## config.mk

```make
export PLATFORM = sky130hd
export DESIGN_NAME = vtth_rotation
export DESIGN_NICKNAME = d
export VERILOG_FILES = /design/src/rtl/vector_turn_toward_heading_macros.svh /design/src/rtl/vtth_pkg.sv /design/src/rtl/vtth_rotation.sv
export SDC_FILE = /design/constraint.sdc
export NUM_CORES = 2
export LEC_CHECK = 0
export ABC_AREA = 1
export BUFFER_PORTS_ARGS = -buffer_cell sky130_fd_sc_hd__buf_2
export CORE_UTILIZATION = 55
export CTS_BUF_LIST = sky130_fd_sc_hd__clkbuf_8
export CTS_CLUSTER_DIAMETER = 200
export DETAILED_ROUTE_END_ITERATION = 8
export HOLD_SLACK_MARGIN = 0.15
export PLACE_DENSITY_LB_ADDON = 0.2
export SYNTH_ARGS = -nofsm -noshare
export SYNTH_HDL_FRONTEND = slang
export SYNTH_SLANG_ARGS = --single-unit
```

## constraint.sdc

```tcl
create_clock -name i_clk -period 11.4 [get_ports i_clk]
set_input_delay 2.28 -clock i_clk [delete_from_list [all_inputs] [get_ports i_clk]]
set_output_delay 2.28 -clock i_clk [all_outputs]
set_load 0.005 [all_outputs]
```

## src/rtl/vector_turn_toward_heading_macros.svh

```systemverilog
// Assertion helpers shared by the RTL files.
`ifndef VECTOR_TURN_TOWARD_HEADING_MACROS_SVH
`define VECTOR_TURN_TOWARD_HEADING_MACROS_SVH

// Same-cycle implication, disabled while in reset.
`define VTTH_ASSERT_NOW(lbl, ante, cons, msg) \
    lbl: assert property (@(posedge i_clk) disable iff (!i_rst_n) (ante) |-> (cons)) \
        else $error(msg);

// Next-cycle implication, disabled while in reset.
`define VTTH_ASSERT_NEXT(lbl, ante, cons, msg) \
    lbl: assert property (@(posedge i_clk) disable iff (!i_rst_n) (ante) |=> (cons)) \
        else $error(msg);

`endif

```

## src/rtl/vtth_pkg.sv

```systemverilog
`timescale 1ns / 1ps
package vtth_pkg;

    // Pre-scale of components entering the CORDIC.
    localparam int GUARD_BITS = 2;
    // Extra headroom bits for CORDIC growth.
    localparam int GROW_BITS = 4;
    // 1/K of the infinite CORDIC product, Q31.
    localparam logic [30:0] INV_GAIN_Q31 = 31'd1304065748;

    // atan(2^-i) in 32-bit binary angle units.
    function automatic logic [31:0] f_atan(input logic [4:0] idx);
        logic [31:0] v;
        case (idx)
            5'd0:  v = 32'd536870912;
            5'd1:  v = 32'd316933406;
            5'd2:  v = 32'd167458907;
            5'd3:  v = 32'd85004756;
            5'd4:  v = 32'd42667331;
            5'd5:  v = 32'd21354465;
            5'd6:  v = 32'd10679838;
            5'd7:  v = 32'd5340245;
            5'd8:  v = 32'd2670163;
            5'd9:  v = 32'd1335087;
            5'd10: v = 32'd667544;
            5'd11: v = 32'd333772;
            5'd12: v = 32'd166886;
            5'd13: v = 32'd83443;
            5'd14: v = 32'd41722;
            5'd15: v = 32'd20861;
            5'd16: v = 32'd10430;
            5'd17: v = 32'd5215;
            5'd18: v = 32'd2608;
            5'd19: v = 32'd1304;
            5'd20: v = 32'd652;
            5'd21: v = 32'd326;
            5'd22: v = 32'd163;
            5'd23: v = 32'd81;
            5'd24: v = 32'd41;
            5'd25: v = 32'd20;
            5'd26: v = 32'd10;
            5'd27: v = 32'd5;
            5'd28: v = 32'd3;
            5'd29: v = 32'd1;
            5'd30: v = 32'd1;
            default: v = 32'd0;
        endcase
        return v;
    endfunction

endpackage

```

## src/rtl/vtth_rotation.sv

```systemverilog
`timescale 1ns / 1ps
module vtth_rotation import vtth_pkg::*; #(
    parameter int COMPONENT_BITS = 16,
    parameter int CORDIC_STAGES  = 16,
    localparam int W = COMPONENT_BITS + GUARD_BITS + GROW_BITS
) (
    input  logic                 i_clk,
    input  logic                 i_rst_n,
    input  logic                 i_valid,
    output logic                 o_ready,
    input  logic signed [W-1:0]  i_x,
    input  logic signed [W-1:0]  i_y,
    input  logic signed [33:0]   i_z,
    output logic                 o_valid,
    input  logic                 i_ready,
    output logic signed [W-1:0]  o_x,
    output logic signed [W-1:0]  o_y
);
    localparam int NS = CORDIC_STAGES;

    logic                r_v  [0:NS];
    logic signed [W-1:0] r_x  [0:NS];
    logic signed [W-1:0] r_y  [0:NS];
    logic signed [33:0]  r_z  [0:NS];
    logic                w_rdy[1:NS+1];

    // Slot 0 is the incoming beat itself
    assign r_v[0] = i_valid;
    assign r_x[0] = i_x;
    assign r_y[0] = i_y;
    assign r_z[0] = i_z;

    assign w_rdy[NS+1] = i_ready;
    for (genvar k = 1; k <= NS; k++) begin : g_rdy
        assign w_rdy[k] = !r_v[k] || w_rdy[k+1];
    end
    assign o_ready = w_rdy[1];

    // One micro-rotation per stage, driving z toward zero
    for (genvar k = 1; k <= NS; k++) begin : g_st
        logic signed [W-1:0] w_tx, w_ty;
        logic signed [33:0]  w_at;
        assign w_tx = r_x[k-1] >>> (k-1);
        assign w_ty = r_y[k-1] >>> (k-1);
        assign w_at = $signed({2'b00, f_atan(5'(k-1))});

        always_ff @(posedge i_clk) begin
            if (!i_rst_n) begin
                r_v[k] <= 1'b0;
            end else if (w_rdy[k]) begin
                r_v[k] <= r_v[k-1];
            end
        end

        always_ff @(posedge i_clk) begin
            if (w_rdy[k]) begin
                if (r_z[k-1] >= 0) begin
                    r_x[k] <= r_x[k-1] - w_ty;
                    r_y[k] <= r_y[k-1] + w_tx;
                    r_z[k] <= r_z[k-1] - w_at;
                end else begin
                    r_x[k] <= r_x[k-1] + w_ty;
                    r_y[k] <= r_y[k-1] - w_tx;
                    r_z[k] <= r_z[k-1] + w_at;
                end
            end
        end
    end

    assign o_valid = r_v[NS];
    assign o_x     = r_x[NS];
    assign o_y     = r_y[NS];

endmodule

```

==> impl_metrics.csv <==
group,metric,value,unit
status,status,"complete, no violations",
detailed_routing,dr.pass1.iters,7,
timing,setup_tns,0,ns
floorplanning,io_pins,128,
grt,met2_usage,0.4737,
clock_tree,cts_buffer_depth,3,
clock_tree,cts.sinks,1196,
floorplanning,die_h,446.5,µm
clock_tree,path_clk_slew,0.06,ns
detailed_routing,post_drt_via_cell_ratio,5.676,
setup_path,crit_chain,"buf_2 -> inv_1 -> nand4_4 -> nor3_4 -> nand4_4 -> nor2_4 -> nand4_4 -> nor2_8 -> nand4_4 -> buf_2",
timing,hold_violations,0,
grt,antenna_found_initial,8,
layout,mostFrequentLayoutCell,"nand2_1",
floorplanning,die_area,199400,µm²
synth,synth_nets,14950,
worst_hold_path,hp-start,"r_z[136]$_DFFE_PP_",
flow_run,drv_cap,0,
timing,drv_slew,0,
layout,finalNetCount,15180,
setup_path,reg2reg_depth,16,
grt,grt_overflow_total,0,
timing,max_slew_margin,0.2372,
detailed_routing,ant_nets,0,
clock_tree,cts_buffers,206,
layout,nFillCells,17880,
worst_hold_path,hold_end,"r_z[102]$_DFFE_PP_",
synth,synth_ff_type,"edfxtp_1",
grt,grt_usage,0.3031,
floorplanning,fp.coreArea,195600,µm²
layout,regArea,35750,µm²
timing,min_period_over_period,0.6584,
setup_path,worstReg2RegStart,"r_z[305]$_DFFE_PP_",
timing,tightest_slew,1.144,ns
detailed_routing,drc,0,
place,place_congestion,0.9884,
setup_path,cp_common_cell,"nand4_4",
synth,synth_edf_count,1180,
floorplanning,fp-row-count,162,
detailed_routing,wl_per_cell,18.41,µm
clock_tree,root_buffer,"clkbuf_8",
worst_hold_path,hold_path.class,"flip-flop to flip-flop",
setup_path,rr_endpoint,"g_st[10].w_tx[9]$_DFFE_PP_",
setup_path,cp_slowest_stage_delay,0.63,ns
layout,drive_gt1_frac,0.04507,
grt,grt_pass1_wl,484400,µm
synth,synth_area_per_cell,7.977,µm²
clock_tree,cts_hold_buf,0,
synth,seq_area_frac_synth,0.3290,
setup_path,crit_path_end_kind,"primary output",
synth,synth_area,108700,µm²
layout,multi_input_area,65470,µm²
grt,first_global_vias,90770,
setup_path,startpoint_type,"input port",
timing,rsz0062_at_grt,"no",
timing,max_freq,0.1332,GHz
place,io_buffers,127,
grt,grt_max_degree,80,
setup_path,crit_fanout,37,
layout,area_growth,6.998,%
grt,met1_usage,0.4327,
setup_path,critPathBufInv,3,
floorplanning,die_w,446.5,µm
clock_tree,insertion_delay,1.01,ns
synth,synth-seq-cells,1196,
clock_tree,post_cts_resized,0,
setup_path,critPathKind,"input port to primary output",
synth,synth_warnings,0,
synth,synth_cell_type_count,73,
grt,grtUsageMet3,0.03833,
timing,fin_skew,0.07285,ns
worst_hold_path,whs_path_depth,0,
grt,top_usage_layer,"met2",
setup_path,reg2reg_slack,5.74,ns
layout,final_cell_mix,"2646 x nand2_1, 1810 x inv_1, 1263 x nor2_1, 1189 x ha_1, 1187 x a21oi_1",
synth,synthCells,13630,
clock_tree,post_cts_buffers,0,
setup_path,crit_family,"simple AND/OR/NAND/NOR gates",
clock_tree,cts_tree,"built",
setup_path,required,9.12,ns
timing,setup_viol,0,
detailed_routing,totalWireLength,306500,µm
synth,async_flop_share,0,
timing,period_needed,7.505,ns
detailed_routing,drt_iter0_markers,7539,
setup_path,arrival,5.23,ns
detailed_routing,vias,94500,
setup_path,slowest_stage,"nand4_4",
place,dp_hpwl,251800,µm
floorplanning,start_util,0.5557,
clock_tree,h-tree-depth,4,
sequential cells by signal, indices dropped and copies added, names as in the netlist:
| register | flops |
|---|---|
| r_z | 477 |
| o_x | 22 |
| r_v | 15 |
| g_st.w_ty | 210 |
| r_y | 119 |
| r_x | 120 |
| o_y | 22 |
| o_valid | 1 |
| g_st.w_tx | 210 |
routing by layer:
layer | part of all wire | vias to the layer above | wire, µm
met2 | 0.44 | 2887 | 133600
met5 | 0.00011 | - | 33
li1 | - | 47100 | -
met1 | 0.47 | 43960 | 144400
met4 | 0.031 | 4 | 9562
met3 | 0.062 | 548 | 18990
through the flow:
| step | std cells | utilization | worst slack [ns] | instance area, µm² | hold WS [ns] |
|---|---|---|---|---|---|
| final | 16650 | 0.5946 | 3.895 | 116300 | 0.4807 |
| after global routing | 16650 | 0.5946 | 3.700 | 116300 | 0.4801 |
| after CTS | 16650 | 0.5945 | 3.837 | 116300 | 0.4820 |
| after detailed placement | 16280 | 0.5728 | 3.834 | 112000 | 0.4615 |
| after global placement | 16280 | 0.5728 | 3.947 | 112000 | 0.4588 |
| after floorplan | 13630 | - | 2.038 | 108700 | 0.4166 |
synthesized netlist by cell type, drive strengths merged (42+ instances only):
library cell,n,share of area
a21boi,76,0.0054
a21o,196,0.014
a21oi,1195,0.055
a31oi,122,0.0070
buf,110,0.0069
edfxtp,1180,0.33
fa,48,0.0088
ha,1189,0.14
inv,1790,0.062
nand2,2676,0.093
nand3,646,0.030
nand3b,42,0.0029
nand4,159,0.0098
nor2,1271,0.044
nor3,301,0.015
nor4,167,0.010
o21ai,696,0.034
o21bai,131,0.0091
xnor2,505,0.041
xor2,827,0.067
final cells by class:
class                      instances  share of cell area
antenna                            2          0.00004304
sequential                      1196              0.3074
tap                             2624             0.02823
timing repair buffer             151            0.007015
inverter                        1790             0.05778
multi-input combinational      10520              0.5630
clock inverter                   157             0.01120
clock buffer                     214             0.02533
worst register-to-register path: stages, from the launching register on:
cell and delay [ns]:
edfxtp_1 0.70, inv_1 0.23, ha_1 0.17, nand3b_1 0.08, nor3_1 0.20, nand4_2 0.51
nand2_4 0.82, inv_2 0.56, o31ai_1 0.23, xor2_1 0.13, ha_1 0.38, nand2_1 0.11
nor4_1 0.54, a21oi_1 0.19, o21ai_0 0.29, a21oi_1 0.13, xnor2_1 0.15
how the worst max path moves through the flow:
stage / from / endpoint / slack [ns] / cells after the start
CTS: i_ready / o_ready / 3.84 / 10
floorplan: i_ready / o_ready / 2.04 / 8
global route: i_ready / o_ready / 3.70 / 10
detailed placement: i_ready / o_ready / 3.83 / 10
global placement: i_ready / o_ready / 3.95 / 10
finish: i_ready / o_ready / 3.89 / 10
cell families (layout without fill, tap and decap cells):
kind of cell	after synthesis	after routing	synth area share
other	0	2	0
AND/OR/NAND/NOR	5321	5321	0.2089
adder cells (fa/ha/maj)	1237	1237	0.1457
buffers and inverters	1915	2312	0.06926
XOR/XNOR	1332	1332	0.1073
multiplexers	1	1	0.00009210
AO/OA/AOI/OAI	2624	2624	0.1397
flip-flops	1196	1196	0.3290
Power is left out: the tool's default activity adds up to more than one toggle a clock period on the data nets, which glitch-free logic cannot reach.
