--- config.mk ---
export PLATFORM = sky130hd
export DESIGN_NAME = vtth_gain
export DESIGN_NICKNAME = d
export VERILOG_FILES = /design/src/rtl/vector_turn_toward_heading_macros.svh /design/src/rtl/vtth_pkg.sv /design/src/rtl/vtth_gain.sv
export SDC_FILE = /design/constraint.sdc
export NUM_CORES = 2
export LEC_CHECK = 0
export BUFFER_PORTS_ARGS = -buffer_cell sky130_fd_sc_hd__buf_2
export CAP_MARGIN = 20
export CORE_MARGIN = 2
export CORE_UTILIZATION = 60
export CTS_BUF_LIST = sky130_fd_sc_hd__clkbuf_8
export DETAILED_ROUTE_END_ITERATION = 10
export GPL_TIMING_DRIVEN = 0
export PLACE_DENSITY_LB_ADDON = 0.12
export SYNTH_ARGS = -nofsm -noshare
export SYNTH_HDL_FRONTEND = slang
export SYNTH_SLANG_ARGS = --single-unit
--- constraint.sdc ---
create_clock -name i_clk -period 12.2 [get_ports i_clk]
set_clock_uncertainty 0.15 [all_clocks]
set_input_delay 2.44 -clock i_clk [delete_from_list [all_inputs] [get_ports i_clk]]
set_output_delay 2.44 -clock i_clk [all_outputs]
set_load 0.01 [all_outputs]
--- src/rtl/vector_turn_toward_heading_macros.svh ---
// Assertion helpers shared by the RTL files.
`ifndef VECTOR_TURN_TOWARD_HEADING_MACROS_SVH
`define VECTOR_TURN_TOWARD_HEADING_MACROS_SVH

// Same-cycle implication, disabled while in reset.
`define VTTH_ASSERT_NOW(lbl, ante, cons, msg) \
    lbl: assert property (@(posedge i_clk) disable iff (!i_rst_n) (ante) |-> (cons)) \
        else $error(msg);

// Next-cycle implication, disabled while in reset.
`define VTTH_ASSERT_NEXT(lbl, ante, cons, msg) \
    lbl: assert property (@(posedge i_clk) disable iff (!i_rst_n) (ante) |=> (cons)) \
        else $error(msg);

`endif

--- src/rtl/vtth_pkg.sv ---
`timescale 1ns / 1ps
package vtth_pkg;

    // Pre-scale of components entering the CORDIC.
    localparam int GUARD_BITS = 2;
    // Extra headroom bits for CORDIC growth.
    localparam int GROW_BITS = 4;
    // 1/K of the infinite CORDIC product, Q31.
    localparam logic [30:0] INV_GAIN_Q31 = 31'd1304065748;

    // atan(2^-i) in 32-bit binary angle units.
    function automatic logic [31:0] f_atan(input logic [4:0] idx);
        logic [31:0] v;
        case (idx)
            5'd0:  v = 32'd536870912;
            5'd1:  v = 32'd316933406;
            5'd2:  v = 32'd167458907;
            5'd3:  v = 32'd85004756;
            5'd4:  v = 32'd42667331;
            5'd5:  v = 32'd21354465;
            5'd6:  v = 32'd10679838;
            5'd7:  v = 32'd5340245;
            5'd8:  v = 32'd2670163;
            5'd9:  v = 32'd1335087;
            5'd10: v = 32'd667544;
            5'd11: v = 32'd333772;
            5'd12: v = 32'd166886;
            5'd13: v = 32'd83443;
            5'd14: v = 32'd41722;
            5'd15: v = 32'd20861;
            5'd16: v = 32'd10430;
            5'd17: v = 32'd5215;
            5'd18: v = 32'd2608;
            5'd19: v = 32'd1304;
            5'd20: v = 32'd652;
            5'd21: v = 32'd326;
            5'd22: v = 32'd163;
            5'd23: v = 32'd81;
            5'd24: v = 32'd41;
            5'd25: v = 32'd20;
            5'd26: v = 32'd10;
            5'd27: v = 32'd5;
            5'd28: v = 32'd3;
            5'd29: v = 32'd1;
            5'd30: v = 32'd1;
            default: v = 32'd0;
        endcase
        return v;
    endfunction

endpackage

--- src/rtl/vtth_gain.sv ---
`timescale 1ns / 1ps
module vtth_gain import vtth_pkg::*; #(
    parameter int COMPONENT_BITS = 16,
    localparam int W = COMPONENT_BITS + GUARD_BITS + GROW_BITS
) (
    input  logic                             i_clk,
    input  logic                             i_rst_n,
    input  logic                             i_valid,
    output logic                             o_ready,
    input  logic signed [W-1:0]              i_x,
    input  logic signed [W-1:0]              i_y,
    output logic                             o_valid,
    input  logic                             i_ready,
    output logic signed [COMPONENT_BITS-1:0] o_x,
    output logic signed [COMPONENT_BITS-1:0] o_y,
    output logic                             o_clipped
);
    localparam int CB = COMPONENT_BITS;
    localparam int PW = W + 31;
    localparam int RW = PW - 32;
    localparam logic [PW:0]   RBIAS = (PW+1)'(1) << 32;
    localparam logic [RW-1:0] POS_MAX = RW'((64'd1 << (CB - 1)) - 64'd1);
    localparam logic [RW-1:0] NEG_MAX = RW'(64'd1 << (CB - 1));

    logic          r_v1, r_v2;
    logic [PW-1:0] r_px, r_py;
    logic          r_nx, r_ny;
    logic [CB-1:0] r_ox, r_oy;
    logic          r_clip;
    logic          w_rdy1, w_rdy2;
    logic [W-1:0]  w_mx, w_my;
    logic [CB:0]   w_sx, w_sy;

    // Round, restore sign, saturate; result is {clip, value}
    function automatic logic [CB:0] f_sat(input logic [PW-1:0] p, input logic neg);
        logic [PW:0]   s;
        logic [RW-1:0] r, nr;
        logic [CB:0]   o;
        s  = {1'b0, p} + RBIAS;
        r  = s[PW:33];
        nr = -r;
        if (neg) begin
            o = (r > NEG_MAX) ? {1'b1, 1'b1, {(CB-1){1'b0}}} : {1'b0, nr[CB-1:0]};
        end else begin
            o = (r > POS_MAX) ? {1'b1, 1'b0, {(CB-1){1'b1}}} : {1'b0, r[CB-1:0]};
        end
        return o;
    endfunction

    assign w_rdy2  = !r_v2 || i_ready;
    assign w_rdy1  = !r_v1 || w_rdy2;
    assign o_ready = w_rdy1;

    // Stage 1: magnitude times inverse gain
    assign w_mx = i_x[W-1] ? W'(-i_x) : W'(i_x);
    assign w_my = i_y[W-1] ? W'(-i_y) : W'(i_y);

    always_ff @(posedge i_clk) begin
        if (!i_rst_n) begin
            r_v1 <= 1'b0;
        end else if (w_rdy1) begin
            r_v1 <= i_valid;
        end
    end

    always_ff @(posedge i_clk) begin
        if (w_rdy1) begin
            r_px <= PW'(w_mx) * PW'(INV_GAIN_Q31);
            r_py <= PW'(w_my) * PW'(INV_GAIN_Q31);
            r_nx <= i_x[W-1];
            r_ny <= i_y[W-1];
        end
    end

    // Stage 2: rounding and saturation into the output register
    assign w_sx = f_sat(r_px, r_nx);
    assign w_sy = f_sat(r_py, r_ny);

    always_ff @(posedge i_clk) begin
        if (!i_rst_n) begin
            r_v2 <= 1'b0;
        end else if (w_rdy2) begin
            r_v2 <= r_v1;
        end
    end

    always_ff @(posedge i_clk) begin
        if (w_rdy2) begin
            r_ox   <= w_sx[CB-1:0];
            r_oy   <= w_sy[CB-1:0];
            r_clip <= w_sx[CB] | w_sy[CB];
        end
    end

    assign o_valid   = r_v2;
    assign o_x       = r_ox;
    assign o_y       = r_oy;
    assign o_clipped = r_clip;

endmodule

==> results.sh <==
export IMPL_status="finished clean"
export IMPL_h_tree_depth=3
export IMPL_dr_pass1_iters=5
export IMPL_pin_count=83
export IMPL_tightest_slew_ns=1.16
export IMPL_place_area_um2=27700
export IMPL_hold_ws_ns=0.390
export IMPL_ys_async_sr_fraction_pct=0
export IMPL_numCtsBuffers=9
export IMPL_drive_gt1_share_pct=5.44
export IMPL_grt_overflow=0
export IMPL_coreArea_um2=43300
export IMPL_crit_path_max_fanout=7
export IMPL_vias_per_cell=5.44
export IMPL_cts_tree="yes"
export IMPL_worstPathArrival_ns=11.83
export IMPL_totalWireLength_mm=64.3
export IMPL_track_usage_pct=30.1
export IMPL_initial_core_util_pct=61.1
export IMPL_avgSynthCellArea_um2=9.92
export IMPL_clock_fmax_ghz=0.0843
export IMPL_relSlewSlack_pct=22.4
export IMPL_grt_pass1_wl_mm=104
export IMPL_cpMaxStageDelayCell="fa_1"
export IMPL_finalHoldViolCount=0
export IMPL_dp_hpwl_mm=58.2
export IMPL_diodes=0
export IMPL_syn_area_um2=26400
export IMPL_routedWlPerCell_um=19.1
export IMPL_final_nets=3771
export IMPL_num_rows=76
export IMPL_clock_latency_ns=0.36
export IMPL_drtAntennaViolNets=0
export IMPL_cts_sinks=79
export IMPL_synth_seq_cells=79
export IMPL_hp_class="reg -> reg"
export IMPL_cts_hold_buf=0
export IMPL_cp_common_cell="fa_1"
export IMPL_drc_errors=0
export IMPL_period_share_pct=97.2
export IMPL_finalMaxSlewViolations=0
export IMPL_synth_ff_type="edfxtp_1"
export IMPL_fin_crit_ns=11.86
export IMPL_final_setup_viol_count=0
export IMPL_grt_pass1_vias=20000
export IMPL_clk_pin_slew_ns=0.08
export IMPL_yosys_top_cells_area="fa_1 40%, ha_1 20%, inv_1 12%, edfxtp_1 8.8%, xnor2_1 2.5%"
export IMPL_clk_path_buf_depth=2
export IMPL_yosysTopAreaCellShare_pct=40.1
export IMPL_die_area_um2=45700
export IMPL_die_y_um=214
export IMPL_clock_root_buffer="clkbuf_8"
export IMPL_synth_largest_area_cell="fa_1"
export IMPL_yosysWarnings=0
export IMPL_grt_max_degree=44
export IMPL_critPathCaptureType="flop"
export IMPL_synth_common_cells="833 x inv_1, 529 x fa_1, 424 x ha_1"
export IMPL_path_class="in -> reg"
export IMPL_cpPeakStageDelay_ns=0.61
export IMPL_synth_yosys_seq_area_share_pct=8.90
export IMPL_fillers=3692
export IMPL_final_cell_area_um2=28000
export IMPL_cap_violations=0
export IMPL_globalplace_congestion=0.991
export IMPL_synth_edf_count=77
export IMPL_die_w_um=214
export IMPL_via_count=18300
export IMPL_startpoint_type="input port"
export IMPL_area_growth_pct=5.84
export IMPL_antenna_found_initial=0
export IMPL_worst_endpoint_required_ns=12.16
export IMPL_drt_iter0_drc=1053
export IMPL_synth_cell_types=70
export IMPL_synth_cells=2663
export IMPL_yosysMostFrequentCell="inv_1"
export IMPL_portBuffers=81
## cells in the final DEF (no fill, tap or decap), types with 12 or more instances in the layout
master,instances
o31ai_1,16
edfxtp_1,77
o21ai_0,72
xor2_1,48
nor2b_1,13
nor2_1,59
fa_1,528
nand2_1,72
a22oi_1,16
nand4_1,27
nand3_1,32
a21o_1,50
xnor2_1,69
inv_1,833
nor3_1,25
ha_1,423
and3_1,25
o21a_1,12
a21oi_1,68
buf_2,81
clkbuf_1,19
nand2b_1,16
## flip-flops by register name (all words and copies together) (netlist names)
signal     flops
o_clipped      1
o_valid        1
o_x           16
o_y           16
r_nx           1
r_ny           1
r_px          21
r_py          21
r_v1           1
## area by class of cell
| class | instances | area, um2 | area share, % |
|---|---|---|---|
| multi-input cells | 1734 | 21000 | 74.9 |
| repair buffers | 94 | 536 | 1.91 |
| clock buffers | 9 | 124 | 0.443 |
| clock inverters | 7 | 71.3 | 0.255 |
| flip-flops and latches | 79 | 2350 | 8.41 |
| well taps | 585 | 732 | 2.62 |
| plain buffers | 19 | 71.3 | 0.255 |
| inverters | 833 | 3130 | 11.2 |
## final timing paths
kind | start | endpoint | slack [ns] | depth (start not counted)
worst max-delay path | i_y[0] | r_py[47] | 0.34 | 30
worst min-delay path | r_v1 | o_valid | 0.39 | 1
worst max register to register | r_px[37] | o_x[2] | 8.30 | 11
worst min register to register | r_v1 | o_valid | 0.39 | 1
## kinds of logic (layout without fill, tap and decap cells)
group / after synthesis / after routing / synth area share, %
buf+inv: 852 / 962 / 12.1
simple gates: 335 / 335 / 6.67
fa+ha+maj: 953 / 953 / 60.2
flops: 79 / 79 / 8.90
mux: 5 / 5 / 0.204
xor+xnor: 124 / 124 / 4.14
compound gates: 313 / 313 / 7.81
other cells: 2 / 4 / 0.0284
## worst max-delay path: cells and delay by family
kind,cells,cell delay [ns]
xor gates and xnor gates,2,0.44
AOI/OAI and AO/OA,9,1.97
and+or+nand+nor,5,2.42
buffers and inverters,6,0.59
adders and majority gates,8,3.95
## routing by layer
| layer | track usage [%] | wire (um) | vias to the layer above |
|---|---|---|---|
| met1 | 39.4 | 27200 | 9245 |
| met4 | 7.90 | 1790 | 0 |
| met2 | 53.1 | 32500 | 425 |
| met3 | 3.72 | 2840 | 91 |
| li1 | - | - | 8524 |
| met5 | 0 | 0 | - |
## per-stage QoR
| step | utilization [%] | setup WS [ns] | TNS, ns | cells |
|---|---|---|---|---|
| after floorplan | - | 0.939 | 0 | 2665 |
| after global placement | 63.7 | -0.872 | -7.41 | 3331 |
| after detailed placement | 64.0 | -0.955 | -8.84 | 3340 |
| after CTS | 64.5 | 0.00910 | 0 | 3358 |
| after global routing | 64.6 | -0.00514 | -0.00514 | 3360 |
| final | 64.6 | 0.339 | 0 | 3360 |
## timing repair
item | 4_1_cts | 5_1_grt
setup endpoints to repair | 10 | 9
resized for setup | 1 | 12
buffers inserted | 2 | 0
pin swaps | 1 | 0
gates cloned | 0 | 0
Power is not shown: default switching activity piles up to over one toggle a cycle in this logic, so the estimate is an artifact.
