==> src/rtl/vector_turn_toward_heading_macros.svh <==
// Assertion helpers shared by the RTL files.
`ifndef VECTOR_TURN_TOWARD_HEADING_MACROS_SVH
`define VECTOR_TURN_TOWARD_HEADING_MACROS_SVH

// Same-cycle implication, disabled while in reset.
`define VTTH_ASSERT_NOW(lbl, ante, cons, msg) \
    lbl: assert property (@(posedge i_clk) disable iff (!i_rst_n) (ante) |-> (cons)) \
        else $error(msg);

// Next-cycle implication, disabled while in reset.
`define VTTH_ASSERT_NEXT(lbl, ante, cons, msg) \
    lbl: assert property (@(posedge i_clk) disable iff (!i_rst_n) (ante) |=> (cons)) \
        else $error(msg);

`endif

==> src/rtl/vtth_pkg.sv <==
`timescale 1ns / 1ps
package vtth_pkg;

    // Pre-scale of components entering the CORDIC.
    localparam int GUARD_BITS = 2;
    // Extra headroom bits for CORDIC growth.
    localparam int GROW_BITS = 4;
    // 1/K of the infinite CORDIC product, Q31.
    localparam logic [30:0] INV_GAIN_Q31 = 31'd1304065748;

    // atan(2^-i) in 32-bit binary angle units.
    function automatic logic [31:0] f_atan(input logic [4:0] idx);
        logic [31:0] v;
        case (idx)
            5'd0:  v = 32'd536870912;
            5'd1:  v = 32'd316933406;
            5'd2:  v = 32'd167458907;
            5'd3:  v = 32'd85004756;
            5'd4:  v = 32'd42667331;
            5'd5:  v = 32'd21354465;
            5'd6:  v = 32'd10679838;
            5'd7:  v = 32'd5340245;
            5'd8:  v = 32'd2670163;
            5'd9:  v = 32'd1335087;
            5'd10: v = 32'd667544;
            5'd11: v = 32'd333772;
            5'd12: v = 32'd166886;
            5'd13: v = 32'd83443;
            5'd14: v = 32'd41722;
            5'd15: v = 32'd20861;
            5'd16: v = 32'd10430;
            5'd17: v = 32'd5215;
            5'd18: v = 32'd2608;
            5'd19: v = 32'd1304;
            5'd20: v = 32'd652;
            5'd21: v = 32'd326;
            5'd22: v = 32'd163;
            5'd23: v = 32'd81;
            5'd24: v = 32'd41;
            5'd25: v = 32'd20;
            5'd26: v = 32'd10;
            5'd27: v = 32'd5;
            5'd28: v = 32'd3;
            5'd29: v = 32'd1;
            5'd30: v = 32'd1;
            default: v = 32'd0;
        endcase
        return v;
    endfunction

endpackage

==> src/rtl/vtth_vectoring.sv <==
`timescale 1ns / 1ps
module vtth_vectoring import vtth_pkg::*; #(
    parameter int COMPONENT_BITS = 16,
    parameter int ANGLE_BITS     = 16,
    parameter int CORDIC_STAGES  = 16,
    localparam int W = COMPONENT_BITS + GUARD_BITS + GROW_BITS
) (
    input  logic                             i_clk,
    input  logic                             i_rst_n,
    input  logic                             i_valid,
    output logic                             o_ready,
    input  logic signed [COMPONENT_BITS-1:0] i_x,
    input  logic signed [COMPONENT_BITS-1:0] i_y,
    input  logic        [ANGLE_BITS-1:0]     i_target,
    output logic                             o_valid,
    input  logic                             i_ready,
    output logic signed [W-1:0]              o_x,
    output logic signed [W-1:0]              o_y,
    output logic        [ANGLE_BITS-1:0]     o_target,
    output logic        [31:0]               o_phi
);
    localparam int NS = CORDIC_STAGES;

    logic                    r_v   [0:NS];
    logic signed [W-1:0]     r_vx  [0:NS];
    logic signed [W-1:0]     r_vy  [0:NS];
    logic        [31:0]      r_phi [0:NS];
    logic signed [W-1:0]     r_ox  [0:NS];
    logic signed [W-1:0]     r_oy  [0:NS];
    logic [ANGLE_BITS-1:0]   r_tg  [0:NS];
    logic                    w_rdy [0:NS+1];
    logic signed [W-1:0]     w_gx, w_gy;

    // Bubble-collapsing ready chain
    assign w_rdy[NS+1] = i_ready;
    for (genvar k = 0; k <= NS; k++) begin : g_rdy
        assign w_rdy[k] = !r_v[k] || w_rdy[k+1];
    end
    assign o_ready = w_rdy[0];

    // Guard-scaled input components
    assign w_gx = W'(i_x) <<< GUARD_BITS;
    assign w_gy = W'(i_y) <<< GUARD_BITS;

    // Entry stage: fold left half plane onto the right
    always_ff @(posedge i_clk) begin
        if (!i_rst_n) begin
            r_v[0] <= 1'b0;
        end else if (w_rdy[0]) begin
            r_v[0] <= i_valid;
        end
    end

    always_ff @(posedge i_clk) begin
        if (w_rdy[0]) begin
            r_ox[0] <= w_gx;
            r_oy[0] <= w_gy;
            r_tg[0] <= i_target;
            if (w_gx < 0) begin
                r_vx[0]  <= -w_gx;
                r_vy[0]  <= -w_gy;
                r_phi[0] <= 32'h8000_0000;
            end else begin
                r_vx[0]  <= w_gx;
                r_vy[0]  <= w_gy;
                r_phi[0] <= 32'd0;
            end
        end
    end

    // One micro-rotation per stage, driving y toward zero
    for (genvar k = 1; k <= NS; k++) begin : g_st
        logic signed [W-1:0] w_tx, w_ty;
        logic        [31:0]  w_at;
        assign w_tx = r_vx[k-1] >>> (k-1);
        assign w_ty = r_vy[k-1] >>> (k-1);
        assign w_at = f_atan(5'(k-1));

        always_ff @(posedge i_clk) begin
            if (!i_rst_n) begin
                r_v[k] <= 1'b0;
            end else if (w_rdy[k]) begin
                r_v[k] <= r_v[k-1];
            end
        end

        always_ff @(posedge i_clk) begin
            if (w_rdy[k]) begin
                r_ox[k] <= r_ox[k-1];
                r_oy[k] <= r_oy[k-1];
                r_tg[k] <= r_tg[k-1];
                if (r_vy[k-1] >= 0) begin
                    r_vx[k]  <= r_vx[k-1] + w_ty;
                    r_vy[k]  <= r_vy[k-1] - w_tx;
                    r_phi[k] <= r_phi[k-1] + w_at;
                end else begin
                    r_vx[k]  <= r_vx[k-1] - w_ty;
                    r_vy[k]  <= r_vy[k-1] + w_tx;
                    r_phi[k] <= r_phi[k-1] - w_at;
                end
            end
        end
    end

    assign o_valid  = r_v[NS];
    assign o_x      = r_ox[NS];
    assign o_y      = r_oy[NS];
    assign o_target = r_tg[NS];
    assign o_phi    = r_phi[NS];

endmodule

==> config.mk <==
export PLATFORM = sky130hd
export DESIGN_NAME = vtth_vectoring
export DESIGN_NICKNAME = d
export VERILOG_FILES = /design/src/rtl/vector_turn_toward_heading_macros.svh /design/src/rtl/vtth_pkg.sv /design/src/rtl/vtth_vectoring.sv
export SDC_FILE = /design/constraint.sdc
export NUM_CORES = 2
export LEC_CHECK = 0
export BUFFER_PORTS_ARGS = -buffer_cell sky130_fd_sc_hd__clkbuf_2
export CAP_MARGIN = 10
export CELL_PAD_IN_SITES_DETAIL_PLACEMENT = 2
export CELL_PAD_IN_SITES_GLOBAL_PLACEMENT = 2
export CORE_UTILIZATION = 48
export DETAILED_ROUTE_END_ITERATION = 8
export PLACE_DENSITY = 0.88
export SLEW_MARGIN = 20
export SYNTH_ARGS = -nofsm -noshare
export SYNTH_HDL_FRONTEND = slang
export SYNTH_SLANG_ARGS = --single-unit
==> constraint.sdc <==
create_clock -name i_clk -period 29 [get_ports i_clk]
set_input_delay 2.9 -clock i_clk [delete_from_list [all_inputs] [get_ports i_clk]]
set_output_delay 2.9 -clock i_clk [all_outputs]
set_load 0.02 [all_outputs]
==> results of run 1 <==
through the flow:
stage	worst slack, ns	hold slack (ns)	utilization [%]	area (sq um)	instances
2_1_floorplan	15.97	0.400	-	113000	9896
3_3_place_gp	18.75	0.400	50.3	117000	13100
3_5_place_dp	17.19	0.405	50.3	117000	13100
4_1_cts	17.40	0.403	53.3	124000	13500
synthesized netlist by cell type (36+ instances only):
cell      instances  area share, %
a211oi_1         87           0.58
a21boi_0         41           0.27
a21o_1          327            2.2
a21oi_1         750            3.3
a31oi_1          69           0.38
and2_1           54           0.30
and3_1           91           0.50
clkbuf_1        114           0.38
edfxtp_1       1907             51
ha_1           1044             12
inv_1           447            1.5
nand2_1         616            2.1
nand2b_1        129           0.72
nand3_1         200           0.89
nand4_1          40           0.22
nor2_1          679            2.3
nor2b_1         118           0.65
nor3_1          247            1.1
nor4_1           38           0.21
o211ai_1         55           0.37
o21a_1          141           0.94
o21ai_0         563            2.5
o21bai_1        118           0.79
o31ai_1         143           0.95
o41ai_1          56           0.44
or2_2            36           0.20
or3_1            93           0.52
or4_1            39           0.26
xnor2_1         816            6.3
xor2_1          372            2.9
metal layers:
layer,global-route usage [%],GRT overflow
met3,40.9,2
met1,58.3,0
met5,22.5,0
met4,61.8,14
met2,82.7,3
cell families after synthesis:
group / synth area share (%)
other cells: 0.00333
mux: 0.314
compound gates: 14.9
fa+ha+maj: 12.2
simple gates: 10.5
flops: 50.8
xor+xnor: 9.23
buf+inv: 2.03
==> impl_metrics.toml, run 1 <==
[outcome]
status = "did not finish"
flow.stopped_at = "global routing"
flow.first_error = "[ERROR GRT-0232] Routing congestion too high. Check the congestion heatmap in the GUI."

[clocking]
post-cts-setup-buffer-count = 0
tritoncts.num_buffers = 211
clockRootBuffer = "clkbuf_16"
htreeDepth = 4
cts.path.max_buffers = 3
postCtsHoldBufs = 0
post_cts.resized_instances = 0
cts.sinks = 1908

[logic_synthesis]
synth_warnings = 0
mappedNetlistArea_sq_um = 113000
synth_seq_cells = 1908
synthCells = 9892
number_of_enable_flip_flop_cells_after_synthesis = 1907
syn-mean-instance-area_sq_um = 11.4
synth_ff_type = "edfxtp_1"
ys_async_sr_fraction_pct = 0
synth.yosys.seq_area_share_pct = 50.8
synth_cell_types = 92

[floorplan]
floorplan.die.width_um = 487
start_util_pct = 48.4
num_io_pins = 146
count_of_standard_cell_rows = 177
die_height_um = 487

[place]
routabilityCongestion = 0.903
hpwlAfterDp_um = 355000
io_buffers = 140

[global_route]
grt_util_all_layers_pct = 60.9
grt_overflow_total = 19
largest_net_degree_at_the_start_of_global_routing = 80
==> run 2, diff against run 1 <==
Settings changed: CELL_PAD_IN_SITES_DETAIL_PLACEMENT 2 to default, CELL_PAD_IN_SITES_GLOBAL_PLACEMENT 2 to default, CORE_UTILIZATION 48 to 38, PLACE_DENSITY 0.88 to default, PLACE_DENSITY_LB_ADDON from default to 0.15.
==> impl_metrics.toml, run 2 <==
[place]
routabilityCongestion = 0.879
io_buffers = 140
hpwlAfterDp_um = 196000

[timing]
fin_skew_ns = 0.122
report.final.slew_viol_count = 0
rsz_0062_raised_after_global_routing = "no"
timing.final.crit_period_ns = 9.14
period_share_pct = 31.5
fmaxAchievable_mhz = 109
slew_of_the_pin_with_the_lowest_slew_margin_ns = 1.03
final.setup.tns_ns = 0
final-setup-viol-count = 0
final_number_of_hold_violating_endpoints = 0
max-slew-margin-rel_pct = 31.1

[logic_synthesis]
number_of_enable_flip_flop_cells_after_synthesis = 1907
netlist_top_cells_area = "edfxtp_1 (51%), ha_1 (12%), xnor2_1 (6.3%)"
synth_ff_type = "edfxtp_1"
ys_async_sr_fraction_pct = 0
mappedNetlistArea_sq_um = 113000
synth_seq_cells = 1908
yosysTopAreaCellShare_pct = 50.8
synthDominantAreaCellType = "edfxtp_1"
synth_warnings = 0
syn-mean-instance-area_sq_um = 11.4
synthCells = 9892
synth_cell_types = 92
synth_commonest_cells = "edfxtp_1 (1,907), ha_1 (1,044), xnor2_1 (816)"
synthMostInstantiatedCell = "edfxtp_1"
synth.yosys.seq_area_share_pct = 50.8

[global_route]
grt_overflow_total = 0
largest_net_degree_at_the_start_of_global_routing = 77
first_global_vias = 75400
grt_antenna_before_repair = 18
grt_first_pass_wirelength_um = 406000
grt_util_all_layers_pct = 16.8

[run]
maxCapViolCount = 0

[clocking]
post-cts-setup-buffer-count = 0
clk_transition_reported_paths_ns = 0.06
cts.sinks = 1908
tritoncts.num_buffers = 220
clockRootBuffer = "clkbuf_16"
postCtsHoldBufs = 0
cts.path.max_buffers = 4
tritoncts = "built"
htreeDepth = 4
clock_insertion_delay_worst_skew_ns = 0.93
post_cts.resized_instances = 0

[worst_setup_path]
cp_cell_sequence = "clkbuf_2, and4b_1, and4_1, and2_1, inv_6, nor3_2, nand2_4, nand2_1, buf_4, inv_1, mux2i_1, fa_1, a21o_1, a21oi_1, o21bai_1, a21oi_1, o21ai_0, a31o_2, a2111oi_0, o21bai_1, a21oi_1, xnor2_1"
crit_path_max_fanout = 66
crit_top_cell = "a21oi_1"
worstSetupStartpointType = "input pin"
cell_with_the_largest_stage_delay_on_the_worst_path = "nor3_2"
critPathCaptureType = "flip-flop"
crit_path_category = "in -> reg"
critPathArrivalTime_ns = 9.79
timing.critical_path.slowest_cell_delay_ns = 0.64
crit_required_ns = 29.64

[route]
totalWireLength_um = 257000
drcViolationCount = 0
avgViaCountPerCell = 5.24
ant_nets = 0
dr.pass1.iters = 7
detailedRoute.firstIterationViolations = 4209
route.vias.total = 74800
detail_route.wl_per_cell_um = 18.0

[floorplan]
count_of_standard_cell_rows = 199
start_util_pct = 38.3
num_io_pins = 146
floorplan.core_area_sq_um = 295000
die_height_um = 547
die_outline_area_sq_um = 299000
floorplan.die.width_um = 547

[finish]
seq_area_sq_um = 57300
final.fill_count = 27400
fraction_of_layout_cells_with_a_size_suffix_above_1_pct = 5.96
design.final.nets = 11300
top_regs = "r_phi x440, r_vy x324, r_vx x311"
final_cell_mix = "edfxtp_1 (1,907), ha_1 (1,044), xnor2_1 (816)"
largest_register_ff_count = 440
final_common_cell = "edfxtp_1"
layout-area-overhead-vs-synth_pct = 11.2
multiInputGateArea_sq_um = 53200
top_register = "r_phi"

[worst_hold_path]
min-delay-path-class = "reg -> reg"

[outcome]
status = "finished clean"
## run 2: cell counts after synthesis
Identical to the previous run, type by type.
## run 2: stage by stage
stage               util [%]  instance area [sq um]  std cells  hold WS (ns)  setup WS, ns
floorplan                  -                 113000       9896         0.400         15.97
global placement        40.1                 118000      13900         0.401         18.85
detailed placement      40.1                 118000      13900         0.405         18.78
CTS                     42.6                 125000      14300         0.320         19.73
global route            42.6                 125000      14300         0.325         19.03
finish                  42.6                 125000      14300         0.333         19.86
## run 2: worst paths after layout
check | from | to | slack [ns] | cells past startpoint
worst max-delay path | i_ready | r_vx[4][20]$_DFFE_PP_ | 19.86 | 22
worst min-delay path | r_ox[1][122]$_DFFE_PP_ | r_ox[1][144]$_DFFE_PP_ | 0.33 | 0
worst max register to register | r_v[15]$_DFFE_PP_ | r_vx[4][20]$_DFFE_PP_ | 21.57 | 21
worst min register to register | r_ox[1][122]$_DFFE_PP_ | r_ox[1][144]$_DFFE_PP_ | 0.33 | 0
## run 2: metal layers
layer / track usage [%] / share of wire (%)
met4: 5.30 / 3.0
met5: 0 / 0
met3: 1.84 / 2.9
met2: 31.1 / 51
met1: 20.2 / 43
## run 2: kinds of logic after synthesis
group                    Yosys count  synth area share [%]
AO/OA/AOI/OAI                   2628                  14.9
AND/OR/NAND/NOR                 2458                  10.5
flip-flops                      1908                  50.8
XOR/XNOR                        1188                  9.23
adder cells (fa/ha/maj)         1079                  12.2
buffers and inverters            595                  2.03
multiplexers                      35                 0.314
other                              1               0.00333
## run 2: worst max-delay path: cells and delay by family
family	cells	cell delay [ns]
buffers and inverters	4	1.18
and+or+nand+nor	6	2.56
xor gates and xnor gates	1	0.08
AOI/OAI and AO/OA	9	2.28
muxes	1	0.24
adders and majority gates	1	0.44
## run 2: final cells by class
cell class	instances	area share [%]
diodes	1	0.00200
clock buffers	269	4.61
clock inverters	135	1.08
inverters	456	1.39
multi-input cells	7393	42.4
flip-flops and latches	1908	45.7
well taps	3919	3.91
repair buffers	193	0.876
Power of run 2 is left out: the tool's default activity adds up to more than one toggle a clock period on the data nets, which glitch-free logic cannot reach.
