<file path="src/rtl/vector_turn_toward_heading_macros.svh">
// Assertion helpers shared by the RTL files.
`ifndef VECTOR_TURN_TOWARD_HEADING_MACROS_SVH
`define VECTOR_TURN_TOWARD_HEADING_MACROS_SVH

// Same-cycle implication, disabled while in reset.
`define VTTH_ASSERT_NOW(lbl, ante, cons, msg) \
    lbl: assert property (@(posedge i_clk) disable iff (!i_rst_n) (ante) |-> (cons)) \
        else $error(msg);

// Next-cycle implication, disabled while in reset.
`define VTTH_ASSERT_NEXT(lbl, ante, cons, msg) \
    lbl: assert property (@(posedge i_clk) disable iff (!i_rst_n) (ante) |=> (cons)) \
        else $error(msg);

`endif

</file>
<file path="src/rtl/vtth_pkg.sv">
`timescale 1ns / 1ps
package vtth_pkg;

    // Pre-scale of components entering the CORDIC.
    localparam int GUARD_BITS = 2;
    // Extra headroom bits for CORDIC growth.
    localparam int GROW_BITS = 4;
    // 1/K of the infinite CORDIC product, Q31.
    localparam logic [30:0] INV_GAIN_Q31 = 31'd1304065748;

    // atan(2^-i) in 32-bit binary angle units.
    function automatic logic [31:0] f_atan(input logic [4:0] idx);
        logic [31:0] v;
        case (idx)
            5'd0:  v = 32'd536870912;
            5'd1:  v = 32'd316933406;
            5'd2:  v = 32'd167458907;
            5'd3:  v = 32'd85004756;
            5'd4:  v = 32'd42667331;
            5'd5:  v = 32'd21354465;
            5'd6:  v = 32'd10679838;
            5'd7:  v = 32'd5340245;
            5'd8:  v = 32'd2670163;
            5'd9:  v = 32'd1335087;
            5'd10: v = 32'd667544;
            5'd11: v = 32'd333772;
            5'd12: v = 32'd166886;
            5'd13: v = 32'd83443;
            5'd14: v = 32'd41722;
            5'd15: v = 32'd20861;
            5'd16: v = 32'd10430;
            5'd17: v = 32'd5215;
            5'd18: v = 32'd2608;
            5'd19: v = 32'd1304;
            5'd20: v = 32'd652;
            5'd21: v = 32'd326;
            5'd22: v = 32'd163;
            5'd23: v = 32'd81;
            5'd24: v = 32'd41;
            5'd25: v = 32'd20;
            5'd26: v = 32'd10;
            5'd27: v = 32'd5;
            5'd28: v = 32'd3;
            5'd29: v = 32'd1;
            5'd30: v = 32'd1;
            default: v = 32'd0;
        endcase
        return v;
    endfunction

endpackage

</file>
<file path="src/rtl/vtth_steer.sv">
`timescale 1ns / 1ps
module vtth_steer import vtth_pkg::*; #(
    parameter int COMPONENT_BITS = 16,
    parameter int ANGLE_BITS     = 16,
    localparam int W = COMPONENT_BITS + GUARD_BITS + GROW_BITS
) (
    input  logic                         i_clk,
    input  logic                         i_rst_n,
    input  logic [15:0]                  i_max_step,
    input  logic                         i_valid,
    output logic                         o_ready,
    input  logic signed [W-1:0]          i_x,
    input  logic signed [W-1:0]          i_y,
    input  logic [ANGLE_BITS-1:0]        i_target,
    input  logic [31:0]                  i_phi,
    output logic                         o_valid,
    input  logic                         i_ready,
    output logic signed [W-1:0]          o_x,
    output logic signed [W-1:0]          o_y,
    output logic signed [33:0]           o_z
);
    localparam int AB = ANGLE_BITS;
    localparam int CW = (AB + 2 > 17) ? AB + 2 : 17;
    localparam logic [32:0] RND = (AB < 32) ? (33'd1 << (31 - AB)) : 33'd0;
    localparam logic [AB-1:0] HALF = AB'(1) << (AB - 1);

    logic                 r_v1, r_v2;
    logic signed [W-1:0]  r_x1, r_y1, r_x2, r_y2;
    logic signed [AB:0]   r_sd;
    logic        [AB:0]   r_abs;
    logic signed [33:0]   r_z2;
    logic                 w_rdy1, w_rdy2;
    logic [32:0]          w_sum;
    logic [AB-1:0]        w_head, w_d;
    logic signed [AB:0]   w_sd, w_ms, w_delta;
    logic signed [33:0]   w_d32;

    assign w_rdy2  = !r_v2 || i_ready;
    assign w_rdy1  = !r_v1 || w_rdy2;
    assign o_ready = w_rdy1;

    // Stage 1: round heading, wrapped signed difference and its magnitude
    assign w_sum  = {1'b0, i_phi} + RND;
    assign w_head = w_sum[31 -: AB];
    assign w_d    = i_target - w_head;
    assign w_sd   = (w_d > HALF) ? $signed({1'b1, w_d}) : $signed({1'b0, w_d});

    always_ff @(posedge i_clk) begin
        if (!i_rst_n) begin
            r_v1 <= 1'b0;
        end else if (w_rdy1) begin
            r_v1 <= i_valid;
        end
    end

    always_ff @(posedge i_clk) begin
        if (w_rdy1) begin
            r_x1  <= i_x;
            r_y1  <= i_y;
            r_sd  <= w_sd;
            r_abs <= w_sd[AB] ? (AB+1)'(-w_sd) : (AB+1)'(w_sd);
        end
    end

    // Stage 2: clamp to the step, fold turns beyond a quarter
    assign w_ms    = $signed((AB+1)'(i_max_step));
    assign w_delta = (CW'(r_abs) <= CW'(i_max_step)) ? r_sd :
                     (r_sd[AB] ? -w_ms : w_ms);
    assign w_d32   = 34'(w_delta) <<< (32 - AB);

    always_ff @(posedge i_clk) begin
        if (!i_rst_n) begin
            r_v2 <= 1'b0;
        end else if (w_rdy2) begin
            r_v2 <= r_v1;
        end
    end

    always_ff @(posedge i_clk) begin
        if (w_rdy2) begin
            if (w_d32 > 34'sd1073741824) begin
                r_x2 <= -r_x1;
                r_y2 <= -r_y1;
                r_z2 <= w_d32 - 34'sd2147483648;
            end else if (w_d32 < -34'sd1073741824) begin
                r_x2 <= -r_x1;
                r_y2 <= -r_y1;
                r_z2 <= w_d32 + 34'sd2147483648;
            end else begin
                r_x2 <= r_x1;
                r_y2 <= r_y1;
                r_z2 <= w_d32;
            end
        end
    end

    assign o_valid = r_v2;
    assign o_x     = r_x2;
    assign o_y     = r_y2;
    assign o_z     = r_z2;

endmodule

</file>
<file path="config.mk">
export PLATFORM = sky130hd
export DESIGN_NAME = vtth_steer
export DESIGN_NICKNAME = d
export VERILOG_FILES = /design/src/rtl/vector_turn_toward_heading_macros.svh /design/src/rtl/vtth_pkg.sv /design/src/rtl/vtth_steer.sv
export SDC_FILE = /design/constraint.sdc
export NUM_CORES = 1
export LEC_CHECK = 0
export BUFFER_PORTS_ARGS = -buffer_cell sky130_fd_sc_hd__buf_2
export CAP_MARGIN = 30
export CORE_MARGIN = 2
export CORE_UTILIZATION = 30
export DETAILED_ROUTE_END_ITERATION = 10
export PLACE_DENSITY_LB_ADDON = 0.1
export SYNTH_ARGS = -nofsm -noshare
export SYNTH_HDL_FRONTEND = slang
export SYNTH_SLANG_ARGS = --single-unit
</file>
<file path="constraint.sdc">
create_clock -name i_clk -period 4.7 [get_ports i_clk]
set_clock_uncertainty 0.15 [all_clocks]
set_input_delay 0.94 -clock i_clk [delete_from_list [all_inputs] [get_ports i_clk]]
set_output_delay 0.94 -clock i_clk [all_outputs]
set_load 0.005 [all_outputs]
</file>
==> results of run 1 <==
[power by group through the flow]
stage,combinational [mW],sequential (mW),clock (mW)
floorplan,0.725,1.89,0
global placement,1.24,1.89,0
detailed placement,1.25,1.90,0
CTS,1.25,1.87,1.39
global route,1.39,1.89,1.44
finish,1.23,1.86,1.34
[critical path, cell delays in order]
cell and delay, ns:
buf_2 0.11, ha_1 0.23, nand2_1 0.14, nor2_1 0.07
buf_4 0.13, xnor2_1 0.11, ha_1 0.30, nor2b_1 0.14
a221o_1 0.30, a211oi_1 0.27, o21ai_0 0.19, or4_1 0.49
or2_1 0.27, nor2_1 0.13, nand3b_1 0.09, a2111oi_1 0.39
[per-stage QoR]
stage          setup WS [ns]  cells  hold slack (ns)
2_1_floorplan          0.250    747            0.293
3_3_place_gp         -0.0638   1292            0.320
3_5_place_dp         -0.0551   1292            0.318
4_1_cts                0.409   1324            0.337
5_1_grt               0.0432   1324            0.368
6_report               0.430   1325            0.339
[sequential cells by signal, indices dropped and copies added (netlist names)]
register	flops
r_v1	1
o_x	22
r_abs	17
r_y1	22
o_valid	1
o_z	18
r_x1	22
o_y	22
r_sd	16
[Yosys cell counts, types with 6 or more instances]
master / instances
or3_1: 25
a21o_1: 6
nor4_1: 8
nand2b_1: 6
edfxtp_1: 139
a31oi_1: 7
nand2_1: 47
nor2_1: 33
ha_1: 40
and2_1: 7
o311ai_1: 17
o21ai_0: 41
o211ai_1: 6
xnor2_1: 71
inv_1: 43
buf_4: 24
nand3_1: 43
clkbuf_1: 7
nor3_1: 13
xor2_1: 16
nand4_1: 9
mux2i_1: 6
a21oi_1: 21
nor2b_1: 6
a211oi_1: 6
or2_2: 6
[layer usage]
metal / GRT usage [%] / vias to the layer above / wire length (um)
met5: 0 / - / 13
met4: 4.68 / 2 / 195
met3: 2.74 / 11 / 845
met2: 25.2 / 157 / 10200
met1: 16.7 / 2859 / 8710
li1: - / 3204 / -
[cells by family (layout without fill, tap and decap cells)]
logic type / after synthesis / in the layout
simple gates: 230 / 230
compound gates: 143 / 143
flops: 141 / 141
xor+xnor: 87 / 87
buf+inv: 81 / 317
fa+ha+maj: 41 / 41
mux: 7 / 7
other cells: 1 / 18
[area by class of cell]
cell class                      instances  area (sq um)
Fill cell                            2668         16400
Tap cell                              341           427
Inverter                               44           165
Timing Repair Buffer                  241          1420
Antenna cell                            1          2.50
Clock inverter                         14           159
Sequential cell                       141          4210
Clock buffer                           18           429
Multi-Input combinational cell        525          3690
[timing repair]
| item | CTS | global route |
|---|---|---|
| resized for setup | 0 | 2 |
| hold endpoints to repair | 0 | 0 |
| setup endpoints to repair | 0 | 2 |
[how the worst max path moves through the flow]
stage / start / end / cells after the start / slack, ns
finish: i_phi[15] / r_abs[15] / 16 / 0.43
floorplan: i_phi[15] / r_abs[13] / 15 / 0.25
global route: i_phi[15] / r_abs[15] / 16 / 0.04
detailed placement: i_phi[15] / r_abs[7] / 15 / -0.06
CTS: i_phi[15] / r_abs[7] / 17 / 0.41
global placement: i_phi[15] / r_abs[15] / 15 / -0.06
==> results_dict.tcl, run 1 <==
set metrics [dict create \
    viasPerCell 4.70 \
    final_common_cell "buf_2" \
    wl_per_cell_um 15.1 \
    fin_area_sq_mm 0.0105 \
    rsz0062_at_grt "false" \
    synth-main-ff-cell "edfxtp_1" \
    power.internal_mw 3.16 \
    hp-class "reg2reg" \
    swShare_pct 28.8 \
    ys_seq_elements 141 \
    vdd_ir_drop_max_uv 202 \
    worstRegToRegCells 15 \
    critical_path_class "in2reg" \
    mostFrequentLayoutCells "buf_2, edfxtp_1, buf_4" \
    die_w_um 170 \
    ys_warn_count 0 \
    antenna_found_initial 1 \
    synthSimpleGateAreaFrac_pct 14.8 \
    timing.rr.end "o_y[20]" \
    cts_tree "done" \
    netlist_top_cells_area "edfxtp_1, xnor2_1, ha_1, nand3_1, o21ai_0" \
    die_area_sq_mm 0.0288 \
    start_util_pct 30.6 \
    cp_max_fo 3 \
    whs_path_depth 0 \
    cts_buffers 17 \
    port_buffers 160 \
    fin_setup_tns_ns 0 \
    drv_slew 0 \
    nets 1123 \
    grt_pass1_vias 6102 \
    synth_compound_area_share_pct 12.6 \
    synth_top_family_by_area "simple AND/OR/NAND/NOR gates" \
    cap_violations 0 \
    drive_above_1_share_pct 29.6 \
    combPwrFrac_pct 27.7 \
    grt_overflow 0 \
    synth.largest_area_cell "edfxtp_1" \
    gr-usage-all-layers_pct 14.0 \
    grt_pass1_wl_um 31400 \
    reg2reg_slack_ns 0.80 \
    areaGrowthSynthToFinish_pct 27.4 \
    worstPathRequired_ns 4.74 \
    hold_violations 0 \
    drt_first_pass_iters 4 \
    netlist_instances 731 \
    arrival_ns 4.31 \
    cts_setup_buffers 0 \
    fin_util_pct 39.0 \
    insertion_delay_ns 0.42 \
    worstSetupStartpointType "primary input" \
    path_clk_slew_ns 0.06 \
    dr.first_iter.drc_count 369 \
    p_switching_mw 1.28 \
    status "finished, final reports clean" \
    io_pins 192 \
    ys_types 68 \
    syn_area_per_cell_sq_um 11.3 \
    max_slew_margin_pct 51.5 \
    grt_max_degree 45 \
    dp_hpwl_um 15900 \
    synth_xor_area_share_pct 9.24 \
    cellPowerDensity_mw_per_mm2 422 \
    drc 0 \
    synthMuxAreaShare_pct 0.865 \
    synth_adder_area_share_pct 6.31 \
    worstHoldEndpoint "o_x[0]" \
    hold_buffers 0 \
    setup_viol 0 \
    synth_top_area_share_pct 50.6 \
    syn_area_sq_mm 0.00825 \
    clock_path_buffers 2 \
    gp_congestion 0.822 \
    min_from "r_x1[0]" \
    finalCritPeriodShare_pct 90.9 \
    p_total_mw 4.44 \
    worst_pin_slew_ns 0.726 \
    drt_wl_total_um 20000 \
    leakage_nw 4.35 \
    clockRootBuffer "clkbuf_16" \
    vias 6233 \
    htree_levels 4 \
    dpl_cell_area_sq_mm 0.00991 \
    clockPowerShare_pct 30.2 \
    die_h_um 170 \
    num_rows 60 \
    synthArstFlopShare_pct 0 \
    crit_path_end_kind "flop" \
    finalCriticalPeriod_ns 4.27 \
    clock-sinks 141 \
    drtAntennaViolNets 0 \
    seqPwrFrac_pct 42.0 \
    clock.fmax_mhz 234 \
    coreArea_sq_mm 0.0270 \
    synth_edf_count 139 \
    r2r_start "r_abs[6]" \
    yosysSeqAreaShare_pct 51.1 \
]
(Power assumes the default switching activity.)
==> inputs of run 2 (changes only) <==
--- a/config.mk
+++ b/config.mk
@@ -10,6 +10,7 @@
 export CORE_MARGIN = 2
 export CORE_UTILIZATION = 30
 export DETAILED_ROUTE_END_ITERATION = 10
+export MAX_ROUTING_LAYER = met4
 export PLACE_DENSITY_LB_ADDON = 0.1
 export SYNTH_ARGS = -nofsm -noshare
 export SYNTH_HDL_FRONTEND = slang
==> run 2 against run 1 <==
- critical path depth unchanged
- register-to-register slack about the same
- die area unchanged
- maximum frequency up 0.23%
- clock-buffer cell count unchanged
- largest power group unchanged
==> results_dict.tcl, run 2 (same netlist as run 1, synthesis figures left out) <==
set metrics [dict create \
    drt_wl_total_um 20000 \
    gr-usage-all-layers_pct 14.4 \
    die_h_um 170 \
    cap_violations 0 \
    crit_path_end_kind "flop" \
    worstSetupStartpoint "i_phi[15]" \
    grt_pass1_wl_um 31400 \
    port_buffers 160 \
    clock_path_buffers 2 \
    drv_slew 0 \
    cellPowerDensity_mw_per_mm2 423 \
    reg2reg_slack_ns 0.80 \
    cts_tree "done" \
    rsz0062_at_grt "false" \
    antenna_found_initial 1 \
    fin_area_sq_mm 0.0105 \
    grt_overflow 0 \
    worst_pin_slew_ns 0.737 \
    nets 1123 \
    worstPathRequired_ns 4.75 \
    start_util_pct 30.6 \
    clockRootBuffer "clkbuf_16" \
    timing.rr.end "o_y[20]" \
    hold_violations 0 \
    layout_setup_ws_ns 0.439 \
    fin_cells 1325 \
    die_w_um 170 \
    arrival_ns 4.31 \
    grt_max_degree 45 \
    coreArea_sq_mm 0.0270 \
    dr.first_iter.drc_count 354 \
    clock-sinks 141 \
    worstHoldEndpoint "o_x[0]" \
    path_clk_slew_ns 0.06 \
    drc 0 \
    die_area_sq_mm 0.0288 \
    whs_path_depth 0 \
    critical_path_class "in2reg" \
    r2r_start "r_abs[6]" \
    drtAntennaViolNets 0 \
    fin_util_pct 39.0 \
    worstSetupStartpointType "primary input" \
    worstRegToRegCells 15 \
    hold_buffers 0 \
    setup_viol 0 \
    drt_first_pass_iters 5 \
    mostFrequentLayoutCells "buf_2, edfxtp_1, buf_4" \
    leakage_nw 4.35 \
    viasPerCell 4.73 \
    io_pins 192 \
    cts_buffers 17 \
    placed_cells 1292 \
    num_rows 60 \
    finalCriticalPeriod_ns 4.26 \
    drive_above_1_share_pct 29.6 \
    gp_congestion 0.834 \
    hp-class "reg2reg" \
    cp_max_fo 3 \
    grt_pass1_vias 6090 \
    wl_per_cell_um 15.1 \
    post-place-ws_ns -0.0551 \
    insertion_delay_ns 0.42 \
    finalCritPeriodShare_pct 90.6 \
    final_common_cell "buf_2" \
    vias 6265 \
    dpl_cell_area_sq_mm 0.00991 \
    areaGrowthSynthToFinish_pct 27.4 \
    p_total_mw 4.44 \
    min_from "r_x1[0]" \
    status "finished, final reports clean" \
    dp_hpwl_um 15900 \
    htree_levels 4 \
    vdd_ir_drop_max_uv 206 \
    clock.fmax_mhz 235 \
    max_slew_margin_pct 50.8 \
]
==> run 2: metal layers <==
layer  share of wire [%]  up-vias  wire, um  global-route usage, %
li1                    -     3205         -                      -
met1                  43     2868      8690                   16.8
met2                  50      173     10100                   25.2
met3                 4.8       19       953                   2.58
met4                 1.4        0       287                   4.68
met5                   0        -         0                      -
==> run 2: cell type report <==
class                      count  area, sq um
antenna                        1         2.50
clock buffer                  18          429
clock inverter                14          159
fill                        2668        16400
inverter                      44          165
multi-input combinational    525         3690
sequential                   141         4210
tap                          341          427
timing repair buffer         241         1420
==> run 2: worst max path at each step <==
stage               cells past startpoint  slack (ns)         to
floorplan                              15        0.25  r_abs[13]
global placement                       15       -0.06  r_abs[15]
detailed placement                     15       -0.06   r_abs[7]
CTS                                    17        0.41   r_abs[7]
global route                           16        0.04  r_abs[15]
finish                                 16        0.44  r_abs[15]
==> run 2: where the power goes <==
part           leakage, nW  internal, mW  total, mW  switching [mW]
sequential            1.48          1.75       1.86           0.111
combinational         2.58         0.610       1.23           0.622
clock                0.293         0.794       1.35           0.553
==> run 2: stage by stage <==
stage	TNS (ns)	hold WS, ns
3_3_place_gp	-0.319	0.320
2_1_floorplan	0	0.293
6_report	0	0.339
3_5_place_dp	-0.158	0.318
5_1_grt	0	0.368
4_1_cts	0	0.337
==> run 2: repair_timing <==
| action | 4_1_cts | 5_1_grt |
|---|---|---|
| resized for setup | 0 | 2 |
| buffers inserted | 0 | 0 |
| endpoints found under the setup margin | 0 | 2 |
==> run 2: critical path, cell delays in order <==
cell and delay (ns):
buf_2 0.11, ha_1 0.23, nand2_1 0.14, nor2_1 0.07, buf_4 0.13, xnor2_1 0.11, ha_1 0.30, nor2b_1 0.14
a221o_1 0.30, a211oi_1 0.27, o21ai_0 0.19, or4_1 0.49, or2_1 0.27, nor2_1 0.13, nand3b_1 0.09, a2111oi_1 0.39
